**config.mk**
```make
export PLATFORM = sky130hd
export DESIGN_NAME = two_level_ready_queue_top
export DESIGN_NICKNAME = d
export VERILOG_FILES = /design/src/rtl/trq_pkg.sv /design/src/rtl/trq_link_mem.sv /design/src/rtl/two_level_ready_queue_top.sv
export VERILOG_INCLUDE_DIRS = /design/src /design/src/rtl
export SDC_FILE = /design/constraint.sdc
export NUM_CORES = 1
export LEC_CHECK = 0
export BUFFER_PORTS_ARGS = -buffer_cell sky130_fd_sc_hd__buf_2
export CORE_MARGIN = 2
export CORE_UTILIZATION = 30
export CTS_BUF_LIST = sky130_fd_sc_hd__clkbuf_16
export CTS_CLUSTER_SIZE = 25
export DETAILED_ROUTE_END_ITERATION = 12
export SETUP_SLACK_MARGIN = 0.15
export SLEW_MARGIN = 5
export SYNTH_ARGS = -nofsm -noshare
export SYNTH_HDL_FRONTEND = slang
export SYNTH_SLANG_ARGS = --single-unit
```
**constraint.sdc**
```tcl
create_clock -name clk_i -period 4.2 [get_ports clk_i]
set_input_delay 0.21 -clock clk_i [delete_from_list [all_inputs] [get_ports clk_i]]
set_output_delay 0.21 -clock clk_i [all_outputs]
set_load 0.1 [all_outputs]
```
**src/rtl/assert_macros.svh**
```systemverilog
// ---------------------------------------------------------------------------
// Assertion macros
// Shared concurrent assertion wrappers for the ready queue RTL.
// ---------------------------------------------------------------------------
`ifndef ASSERT_MACROS_SVH
`define ASSERT_MACROS_SVH

// Check prop at every rising edge of clk, skipped while rst_n is low.
`define TRQ_ASSERT(label, clk, rst_n, prop) \
  label: assert property (@(posedge clk) disable iff (!rst_n) (prop)) \
    else $error("trq: assertion failed");

// Check prop at every rising edge of clk, reset included.
`define TRQ_ASSERT_ALWAYS(label, clk, prop) \
  label: assert property (@(posedge clk) (prop)) \
    else $error("trq: assertion failed");

`endif

```
**src/rtl/trq_pkg.sv**
```systemverilog
// ---------------------------------------------------------------------------
// trq_pkg
// Types and codes shared by the two-level ready queue.
// ---------------------------------------------------------------------------
`timescale 1ns / 1ps

package trq_pkg;

  localparam int SLOT_W   = 6;
  localparam int SLOT_CAP = 2 ** SLOT_W;

  localparam logic [1:0] MODE_ENQ     = 2'd0;
  localparam logic [1:0] MODE_REM     = 2'd1;
  localparam logic [1:0] MODE_PICK    = 2'd2;
  localparam logic [1:0] MODE_SETPRIO = 2'd3;

  localparam logic [1:0] STAT_OK         = 2'd0;
  localparam logic [1:0] STAT_QUEUED     = 2'd1;
  localparam logic [1:0] STAT_NOT_QUEUED = 2'd2;
  localparam logic [1:0] STAT_EMPTY      = 2'd3;

  typedef struct packed {
    logic [1:0]        mode;
    logic [SLOT_W-1:0] slot;
    logic              priority_req;
  } trq_in_t;

  typedef struct packed {
    logic [1:0]        status;
    logic [SLOT_W-1:0] chosen_slot;
    logic              chosen_valid;
    logic              chosen_priority;
  } trq_out_t;

  typedef struct packed {
    logic next_we;
    logic prev_we;
  } trq_wen_t;

endpackage

```
**src/rtl/trq_link_mem.sv**
```systemverilog
// ---------------------------------------------------------------------------
// trq_link_mem
// Next and prev ring link memories, one write and one registered read each.
// ---------------------------------------------------------------------------
`timescale 1ns / 1ps

module trq_link_mem #(
  parameter int DEPTH = 64,
  parameter int AW    = 6
) (
  input  logic                clk_i,
  input  trq_pkg::trq_wen_t   wen_i,
  input  logic [AW-1:0]       next_waddr_i,
  input  logic [AW-1:0]       next_wdata_i,
  input  logic [AW-1:0]       prev_waddr_i,
  input  logic [AW-1:0]       prev_wdata_i,
  input  logic [AW-1:0]       next_raddr_i,
  input  logic [AW-1:0]       prev_raddr_i,
  output logic [AW-1:0]       next_rdata_o,
  output logic [AW-1:0]       prev_rdata_o
);
  import trq_pkg::*;

  logic [AW-1:0] next_mem [DEPTH];
  logic [AW-1:0] prev_mem [DEPTH];
  logic [AW-1:0] next_rdata_q;
  logic [AW-1:0] prev_rdata_q;

  always_ff @(posedge clk_i) begin
    if (wen_i.next_we) begin
      next_mem[next_waddr_i] <= next_wdata_i;
    end
    next_rdata_q <= next_mem[next_raddr_i];
  end

  always_ff @(posedge clk_i) begin
    if (wen_i.prev_we) begin
      prev_mem[prev_waddr_i] <= prev_wdata_i;
    end
    prev_rdata_q <= prev_mem[prev_raddr_i];
  end

  assign next_rdata_o = next_rdata_q;
  assign prev_rdata_o = prev_rdata_q;

endmodule

```
**src/rtl/two_level_ready_queue_top.sv**
```systemverilog
// ---------------------------------------------------------------------------
// two_level_ready_queue_top
// Two circular doubly linked FIFO ready queues (high, normal) over a table
// of task slots: enqueue, remove, pick next and set priority.
// ---------------------------------------------------------------------------
//   channel | direction | handshake              | payload
//   in      | input     | in_valid_i / in_stall_o | in_data_i  (trq_in_t)
//   out     | output    | out_valid_o / out_stall_i | out_data_o (trq_out_t)
//
// One transaction at a time: a status-only reply goes from decode straight to
// finish, remove or pick unlinks, enqueue links through S_LK_WR1 and S_LK_WR2
// unless the queue is empty, and a priority move unlinks, then links.
// The link memories have registered reads; each unlink or link reads first,
// then writes, so a read never meets a write to the same entry.
// Reset empties both queues at once; the link memories need no clearing.
// A held result stalls only the finish step; the input waits until idle.
// ---------------------------------------------------------------------------
`timescale 1ns / 1ps
`include "assert_macros.svh"

module two_level_ready_queue_top #(
  parameter int SLOTS = 64
) (
  input  logic              clk_i,
  input  logic              rst_ni,
  input  logic              in_valid_i,
  output logic              in_stall_o,
  input  trq_pkg::trq_in_t  in_data_i,
  output logic              out_valid_o,
  input  logic              out_stall_i,
  output trq_pkg::trq_out_t out_data_o
);
  import trq_pkg::*;

  localparam int DEPTH = (SLOTS < SLOT_CAP) ? SLOTS : SLOT_CAP;
  localparam int AW    = (DEPTH > 1) ? $clog2(DEPTH) : 1;

  localparam logic [2:0] S_IDLE   = 3'd0;
  localparam logic [2:0] S_DECODE = 3'd1;
  localparam logic [2:0] S_UL_RD  = 3'd2;
  localparam logic [2:0] S_UL_WR  = 3'd3;
  localparam logic [2:0] S_LK_RD  = 3'd4;
  localparam logic [2:0] S_LK_WR1 = 3'd5;
  localparam logic [2:0] S_LK_WR2 = 3'd6;
  localparam logic [2:0] S_FINISH = 3'd7;

  logic [2:0]       state_q, state_d;
  trq_in_t          req_q, req_d;
  logic [AW-1:0]    tgt_q, tgt_d;
  logic             old_lvl_q, old_lvl_d;
  logic             pick_q, pick_d;
  logic             relink_q, relink_d;
  logic [1:0]       status_q, status_d;
  logic [AW-1:0]    head_q [2];
  logic [AW-1:0]    head_d [2];
  logic [1:0]       hv_q, hv_d;
  logic [DEPTH-1:0] inq_q, inq_d;
  logic [DEPTH-1:0] lvl_q, lvl_d;
  logic             out_valid_q, out_valid_d;
  trq_out_t         out_data_q, out_data_d;

  trq_wen_t         wen;
  logic [AW-1:0]    next_waddr, next_wdata, prev_waddr, prev_wdata;
  logic [AW-1:0]    next_raddr, prev_raddr;
  logic [AW-1:0]    next_rdata, prev_rdata;

  logic [AW-1:0]    sidx;
  logic             in_range;
  logic             pq;
  logic             lq;

  assign sidx       = req_q.slot[AW-1:0];
  assign in_range   = int'(req_q.slot) < DEPTH;
  assign pq         = hv_q[0] ? 1'b0 : 1'b1;
  assign lq         = req_q.priority_req;
  assign next_raddr = tgt_q;
  assign prev_raddr = (state_q == S_LK_RD) ? head_q[lq] : tgt_q;

  always_comb begin
    state_d     = state_q;
    req_d       = req_q;
    tgt_d       = tgt_q;
    old_lvl_d   = old_lvl_q;
    pick_d      = pick_q;
    relink_d    = relink_q;
    status_d    = status_q;
    head_d      = head_q;
    hv_d        = hv_q;
    inq_d       = inq_q;
    lvl_d       = lvl_q;
    out_data_d  = out_data_q;
    out_valid_d = out_valid_q && out_stall_i;
    wen         = '0;
    next_waddr  = tgt_q;
    next_wdata  = tgt_q;
    prev_waddr  = tgt_q;
    prev_wdata  = tgt_q;

    unique case (state_q)
      S_IDLE: begin
        if (in_valid_i) begin
          req_d   = in_data_i;
          state_d = S_DECODE;
        end
      end
      S_DECODE: begin
        pick_d   = 1'b0;
        relink_d = 1'b0;
        status_d = STAT_OK;
        state_d  = S_FINISH;
        priority if (req_q.mode == MODE_PICK) begin
          if (!hv_q[pq]) begin
            status_d = STAT_EMPTY;
          end else begin
            tgt_d     = head_q[pq];
            old_lvl_d = pq;
            pick_d    = 1'b1;
            state_d   = S_UL_RD;
          end
        end else if (!in_range) begin
          status_d = STAT_NOT_QUEUED;
        end else begin
          tgt_d     = sidx;
          old_lvl_d = lvl_q[sidx];
          unique case (req_q.mode)
            MODE_ENQ: begin
              if (inq_q[sidx]) begin
                status_d = STAT_QUEUED;
              end else begin
                lvl_d[sidx] = lq;
                state_d     = S_LK_RD;
              end
            end
            MODE_REM: begin
              if (!inq_q[sidx]) begin
                status_d = STAT_NOT_QUEUED;
              end else begin
                state_d = S_UL_RD;
              end
            end
            MODE_SETPRIO: begin
              if (lvl_q[sidx] != lq) begin
                if (inq_q[sidx]) begin
                  relink_d = 1'b1;
                  state_d  = S_UL_RD;
                end else begin
                  lvl_d[sidx] = lq;
                end
              end
            end
            default: begin
            end
          endcase
        end
      end
      S_UL_RD: begin
        state_d = S_UL_WR;
      end
      S_UL_WR: begin
        if (next_rdata == tgt_q) begin
          hv_d[old_lvl_q] = 1'b0;
        end else begin
          wen.prev_we = 1'b1;
          prev_waddr  = next_rdata;
          prev_wdata  = prev_rdata;
          wen.next_we = 1'b1;
          next_waddr  = prev_rdata;
          next_wdata  = next_rdata;
          if (head_q[old_lvl_q] == tgt_q) begin
            head_d[old_lvl_q] = next_rdata;
          end
        end
        inq_d[tgt_q] = 1'b0;
        if (relink_q) begin
          lvl_d[tgt_q] = lq;
          state_d      = S_LK_RD;
        end else begin
          state_d = S_FINISH;
        end
      end
      S_LK_RD: begin
        inq_d[tgt_q] = 1'b1;
        if (!hv_q[lq]) begin
          hv_d[lq]    = 1'b1;
          head_d[lq]  = tgt_q;
          wen.next_we = 1'b1;
          wen.prev_we = 1'b1;
          state_d     = S_FINISH;
        end else begin
          state_d = S_LK_WR1;
        end
      end
      S_LK_WR1: begin
        wen.next_we = 1'b1;
        next_waddr  = prev_rdata;
        next_wdata  = tgt_q;
        wen.prev_we = 1'b1;
        prev_waddr  = tgt_q;
        prev_wdata  = prev_rdata;
        state_d     = S_LK_WR2;
      end
      S_LK_WR2: begin
        wen.prev_we = 1'b1;
        prev_waddr  = head_q[lq];
        prev_wdata  = tgt_q;
        wen.next_we = 1'b1;
        next_waddr  = tgt_q;
        next_wdata  = head_q[lq];
        state_d     = S_FINISH;
      end
      S_FINISH: begin
        if (!out_valid_q || !out_stall_i) begin
          out_valid_d                = 1'b1;
          out_data_d.status          = status_q;
          out_data_d.chosen_slot     = pick_q ? SLOT_W'(tgt_q) : '0;
          out_data_d.chosen_valid    = pick_q;
          out_data_d.chosen_priority = pick_q ? old_lvl_q : 1'b0;
          state_d                    = S_IDLE;
        end
      end
      default: begin
        state_d = S_IDLE;
      end
    endcase
  end

  always_ff @(posedge clk_i or negedge rst_ni) begin
    if (!rst_ni) begin
      state_q     <= S_IDLE;
      hv_q        <= '0;
      inq_q       <= '0;
      lvl_q       <= '0;
      out_valid_q <= 1'b0;
    end else begin
      state_q     <= state_d;
      hv_q        <= hv_d;
      inq_q       <= inq_d;
      lvl_q       <= lvl_d;
      out_valid_q <= out_valid_d;
    end
  end

  always_ff @(posedge clk_i) begin
    req_q      <= req_d;
    tgt_q      <= tgt_d;
    old_lvl_q  <= old_lvl_d;
    pick_q     <= pick_d;
    relink_q   <= relink_d;
    status_q   <= status_d;
    head_q     <= head_d;
    out_data_q <= out_data_d;
  end

  trq_link_mem #(
    .DEPTH (DEPTH),
    .AW    (AW)
  ) u_link_mem (
    .clk_i        (clk_i),
    .wen_i        (wen),
    .next_waddr_i (next_waddr),
    .next_wdata_i (next_wdata),
    .prev_waddr_i (prev_waddr),
    .prev_wdata_i (prev_wdata),
    .next_raddr_i (next_raddr),
    .prev_raddr_i (prev_raddr),
    .next_rdata_o (next_rdata),
    .prev_rdata_o (prev_rdata)
  );

  assign in_stall_o  = (state_q != S_IDLE);
  assign out_valid_o = out_valid_q;
  assign out_data_o  = out_data_q;

  `TRQ_ASSERT(a_accept_decodes, clk_i, rst_ni, (in_valid_i && !in_stall_o) |=> (state_q == S_DECODE))
  `TRQ_ASSERT(a_high_head_queued, clk_i, rst_ni, (state_q == S_IDLE && hv_q[0]) |-> inq_q[head_q[0]])
  `TRQ_ASSERT(a_norm_head_queued, clk_i, rst_ni, (state_q == S_IDLE && hv_q[1]) |-> inq_q[head_q[1]])
  `TRQ_ASSERT(a_pick_ok, clk_i, rst_ni, (out_valid_o && out_data_o.chosen_valid) |-> (out_data_o.status == STAT_OK))
  `TRQ_ASSERT_ALWAYS(a_heads_differ, clk_i, (rst_ni && hv_q[0] && hv_q[1]) |-> (head_q[0] != head_q[1]))

endmodule

```
==> impl_metrics.ini, run 1 <==
[status]
status = complete, no violations

[logic_synthesis]
synth_nets = 2521
synth-edff-count = 810
ys_warn_count = 0
synth_flop_cell = edfxtp_1
netlist_area_mm2 = 0.0395
synthArstFlopShare_pct = 14.0
netlist.area_leader.share_pct = 61.6
ys_ff_latch = 956
syn_avg_cell_area_um2 = 15.8
synthTopCellsByArea = edfxtp_1 (62%), dfrtp_1 (8.5%), mux4_2 (6.2%), mux2i_1 (3.3%), a22oi_1 (2.6%)
netlist_top_cells_count = edfxtp_1 (810), nor2_1 (188), a22oi_1 (138)
ys_types = 70
synth_top_area_cell = edfxtp_1
synth_most_common_cell = edfxtp_1
synthCells = 2504
ys_seq_area_share_pct = 70.7

[die]
ios = 25
die_h_um = 367
coreArea_mm2 = 0.131
rows = 133
die_x_um = 367
die_area_mm2 = 0.135
start_util_pct = 30.1

[global_routing]
antenna_found_initial = 0
grt_max_degree = 68
grt_overflow = 0
grt.total_usage_pct = 15.0
grt_pass1_wl_um = 155000
grt_pass1_vias = 23400

[sta]
max_freq_mhz = 247
setup_viol_count_final = 0
timing.hold.ws_ns = 0.0616
finalClockSkew_ns = 0.0555
setup_tns_ns = 0
rsz0062_at_grt = true
final_hold_viol_count = 0
report.final.slew_viol_count = 0
fin_crit_sh_pct = 96.3
tightest_slew_ns = 1.14
slew_headroom_pct = 24.3
post-route-min-period_ns = 4.05
setup_ws_ns = 0.154

[critical_path]
cp_slowest_cell = nor2_1
cp-end-kind = flip-flop
cp_cell_sequence = inv_1, or3_1, and2_1, a21o_1, a221oi_1, buf_4, nand3_1, nor2_1
worstSetupStartpointType = flip-flop
crit_required_ns = 4.48
worstSetupPathType = flip-flop to flip-flop
crit_buf_inv = 2
critical_path.top_delay_family = simple AND/OR/NAND/NOR gates
cp_slowest_stage_delay_ns = 0.66
crit_fanout = 14
critPathArrivalTime_ns = 4.33

[final_layout]
nets = 2555
drive_gt1_share_pct = 15.8
n_antenna_cell = 0
areaGrowthSynthToFinish_pct = 14.2

[drt]
vias_per_cell = 5.33
dr_total_vias = 23300
route.antenna.remaining_nets = 0
route.detailed.drc = 0
first_pass_iters = 5
wl_um = 103000
wl_per_cell_um = 23.6
drtIter0Drc = 2760

[pwr]
total_power_mw = 29.0
vdd_drop_max_v = 0.000470
swShare_pct = 32.7
power.density_mw_per_mm2 = 643
p_clk_share_pct = 29.2
power_leakage_nw = 14.9
p_seq_share_pct = 45.0
pwr-share-comb_pct = 25.8
internal_power_mw = 19.5
switching_power_mw = 9.47

[clock_tree]
cts_tree = built
cts_setup_buffers = 0
cts-buffers-inserted = 97
clk_path_buf_depth = 3
clk_latency_ns = 0.70
cts_root_buf = clkbuf_16
htreeDepth = 3
clkTransAtPathRegs_ns = 0.06
clkSinkCount = 956

[placed_design]
gp_congestion = 0.843
port_buffers = 24
post-dp-hpwl_um = 61300
dp_slack_ns = 0.177

[job]
maxCapViolCount = 0

[worst_hold_path]
hp-class = input port to asynchronous set/reset pin
## sequential cells by signal, summed over array words and instances (netlist names), named ones only
register,count
u_link_mem.next_mem,384
u_link_mem.prev_mem,384
lvl_q,64
head_q,12
out_data_o,10
next_raddr,6
sidx,6
u_link_mem.next_rdata_o,6
u_link_mem.prev_rdata_o,6
state_q,3
hv_q,2
req_q,2
status_q,2
lq,1
old_lvl_q,1
out_valid_o,1
pick_q,1
relink_q,1
## routing by layer
layer	track usage (%)	part of all wire [%]
met3	2.54	6.5
met5	0	0
met4	3.92	2.3
met1	20.7	43
met2	24.4	49
## cell type report
type	count	area (um2)
Fill cell	12600	86000
Sequential cell	956	27900
Multi-Input combinational cell	1346	10800
Clock buffer	97	2430
Tap cell	1755	2200
Timing Repair Buffer	117	1000
Clock inverter	86	713
Inverter	20	75.1
## through the flow
step	utilization [%]	instances	area (um2)
6_report	34.4	4377	45100
2_1_floorplan	-	2504	39500
3_5_place_dp	31.9	4182	41800
4_1_cts	34.4	4377	45100
5_1_grt	34.4	4377	45100
3_3_place_gp	31.9	4182	41800
## timing repair
action | CTS | global route
hold buffers | 12 | 0
hold endpoints to repair | 48 | 0
gates resized for setup | 0 | 5
endpoints found under the setup margin | 0 | 58
## kinds of logic after synthesis
kind of cell / synth area share [%]
buffers and inverters: 2.35
flip-flops: 70.7
adder cells (fa/ha/maj): 0.127
AND/OR/NAND/NOR: 6.25
multiplexers: 11.5
XOR/XNOR: 0.288
AO/OA/AOI/OAI: 8.79
## final timing paths
check / start / to / slack (ns) / depth (start not counted)
max in group asynchronous: rst_ni / lvl_q[52] / 3.04 / 3
worst min-delay path: rst_ni / asynchronous set/reset pin / 0.06 / 2
worst max register to register: state_q[2] / u_link_mem.prev_mem[59][2] / 0.15 / 8
min in group clk_i: in_data_i[7] / req_q[7] / 0.27 / 2
worst max-delay path: state_q[2] / u_link_mem.prev_mem[59][2] / 0.15 / 8
worst min register to register: status_q[1] / out_data_o[9] / 0.42 / 0
## placed cells by master, fill, tap and decap left out, types with 7 or more instances in the layout
cell type and instances:
buf_2 23, o22ai_1 70, nor4_1 7, dlygate4sd3_1 12, edfxtp_1 810, mux4_2 108
a31oi_1 37, mux2_2 14, a22oi_1 138, nand2_1 84, clkinv_1 16, clkinv_2 18
nor2b_1 7, nand3_1 39, clkbuf_16 97, inv_1 40, or3b_2 7, mux2i_1 129
inv_2 7, or3_1 10, dfxtp_1 12, xnor2_1 7, a21oi_1 33, a221oi_1 38
buf_4 69, dfrtp_1 134, a22o_1 33, and2_1 18, bufinv_16 7, nor2_1 181
buf_12 12, nand2b_1 7, mux2_1 57, nand3b_1 23, nand4_1 81, o21ai_0 135
## power by group through the flow
| stage | logic, mW | registers, mW | clock network (mW) |
|---|---|---|---|
| 6_report | 7.48 | 13.0 | 8.47 |
| 5_1_grt | 8.07 | 13.1 | 8.96 |
| 4_1_cts | 7.53 | 13.0 | 8.59 |
| 3_5_place_dp | 7.52 | 13.2 | 0 |
| 2_1_floorplan | 4.48 | 13.2 | 0 |
| 3_3_place_gp | 7.45 | 13.2 | 0 |
Power figures use the tool's default switching activity.
==> run 2: changes to the inputs <==
MAX_ROUTING_LAYER = met4   (was not set)
clock period = 4.7 ns   (was 4.2 ns; I/O delays follow)
==> run 2 against run 1 <==
  * Combinational power shrank 11%
  * Non-clock buffer count is 12 lower
  * Critical endpoint is now u_link_mem.prev_mem[49][0]
  * Clock skew decreased by 0.023 ns
  * Largest power group unchanged
  * Highest routed layer unchanged
  * Cell count decreased by 0.41%
  * Largest cell class unchanged
==> impl_metrics.ini, run 2 (synthesis results as in run 1) <==
[clock_tree]
cts-buffers-inserted = 97
cts_root_buf = clkbuf_16
clkSinkCount = 956
cts_tree = built
cts.repair.resized = 0
htreeDepth = 3
cts_setup_buffers = 0
clk_path_buf_depth = 3
clkTransAtPathRegs_ns = 0.06
clk_latency_ns = 0.68

[global_routing]
grt_pass1_wl_um = 154000
antenna_found_initial = 0
grt.total_usage_pct = 15.4
grt_overflow = 0
grt_use_met1_pct = 20.9
grtUsageMet3_pct = 2.26
grt_use_met2_pct = 23.9
grt_max_degree = 99
grt_pass1_vias = 23300
busiest_layer = met2

[final_layout]
layout_common_cells = edfxtp_1 (810), nor2_1 (186), a22oi_1 (138)
areaGrowthSynthToFinish_pct = 13.5
layout_commonest_cell = edfxtp_1
largestRegisters = u_link_mem.next_mem: 384 flops, u_link_mem.prev_mem: 384 flops, lvl_q: 64 flops
drive_gt1_share_pct = 14.7
n_antenna_cell = 0
nets = 2543

[drt]
first_pass_iters = 8
route.detailed.drc = 0
route.antenna.remaining_nets = 0
wl_per_cell_um = 23.3
dr_total_vias = 23200
wl_um = 102000
vias_per_cell = 5.32
drtIter0Drc = 2671

[job]
maxCapViolCount = 0

[pwr]
power_leakage_nw = 14.9
p_clk_share_pct = 28.7
swShare_pct = 32.4
internal_power_mw = 17.4
pwr-share-comb_pct = 26.0
p_seq_share_pct = 45.3
switching_power_mw = 8.31
power.density_mw_per_mm2 = 573
vdd_drop_max_v = 0.000578

[die]
coreArea_mm2 = 0.131
rows = 133
start_util_pct = 30.1
die_area_mm2 = 0.135
die_h_um = 367
die_x_um = 367
ios = 25

[sta]
finalClockSkew_ns = 0.0320
setup_viol_count_final = 0
slew_headroom_pct = 24.5
rsz0062_at_grt = false
report.final.slew_viol_count = 0
fin_crit_sh_pct = 89.8
final_hold_viol_count = 0
tightest_slew_ns = 1.13
timing.hold.ws_ns = 0.0724
max_freq_mhz = 237
post-route-min-period_ns = 4.22
setup_tns_ns = 0

[critical_path]
worstSetupPathType = flip-flop to flip-flop
cp-end-kind = flip-flop
worstSetupStartpointType = flip-flop
crit_fanout = 14
crit_required_ns = 4.99
critPathArrivalTime_ns = 4.51

[worst_hold_path]
hp-class = input port to flip-flop

[placed_design]
gp_congestion = 0.815
post-dp-hpwl_um = 60800
port_buffers = 24

[status]
status = complete, no violations
-- run 2: worst paths after layout --
kind | from | to | slack, ns | cells after the start
hold / removal | out_stall_i | out_valid_o | 0.07 | 3
setup / recovery | state_q[2] | u_link_mem.prev_mem[49][0] | 0.48 | 7
min in group asynchronous | rst_ni | asynchronous set/reset pin | 0.31 | 2
max in group asynchronous | rst_ni | out_valid_o | 3.29 | 3
setup reg to reg | state_q[2] | u_link_mem.prev_mem[49][0] | 0.48 | 7
hold reg to reg | status_q[1] | out_data_o[9] | 0.43 | 0
-- run 2: timing repair --
item | in CTS | in global routing
hold endpoints to repair | 107 | 0
endpoints found under the setup margin | 0 | 0
hold buffers | 11 | 0
-- run 2: area by class of cell --
cell class	instances	area, um2
Fill cell	12600	86300
Sequential cell	956	27900
Tap cell	1755	2200
Timing Repair Buffer	105	862
Clock buffer	99	2480
Multi-Input combinational cell	1346	10800
Clock inverter	78	543
Inverter	20	75.1
-- run 2: layer usage --
metal,share of wire [%],up-vias
met5,0,-
li1,-,10100
met1,43,12000
met2,47,950
met4,2.7,0
met3,7.0,172
-- run 2: worst max-delay path, cell delays in order, from the launching register on --
cell	delay (ns)
dfrtp_1	0.57
inv_1	0.20
or3_1	0.47
and2_1	0.26
a21o_1	0.18
a221oi_1	0.76
nand2_1	0.77
nor2_1	0.65
-- run 2: metrics by stage --
stage                     instances  power [mW]  utilization, %  instance area [um2]  setup slack [ns]
after floorplan                2504        15.8               -                39500              1.16
after global placement         4171        18.4            31.8                41700             0.658
after detailed placement       4171        18.5            31.8                41700             0.527
after CTS                      4359        25.9            34.2                44800             0.522
after global routing           4359        26.7            34.2                44800             0.262
final                          4359        25.7            34.2                44800             0.479
-- run 2: power by group through the flow --
stage,logic (mW),clock network [mW],registers [mW]
6_report,6.66,7.37,11.6
3_5_place_dp,6.71,0,11.8
2_1_floorplan,4.00,0,11.8
4_1_cts,6.73,7.48,11.6
3_3_place_gp,6.63,0,11.8
5_1_grt,7.19,7.83,11.7
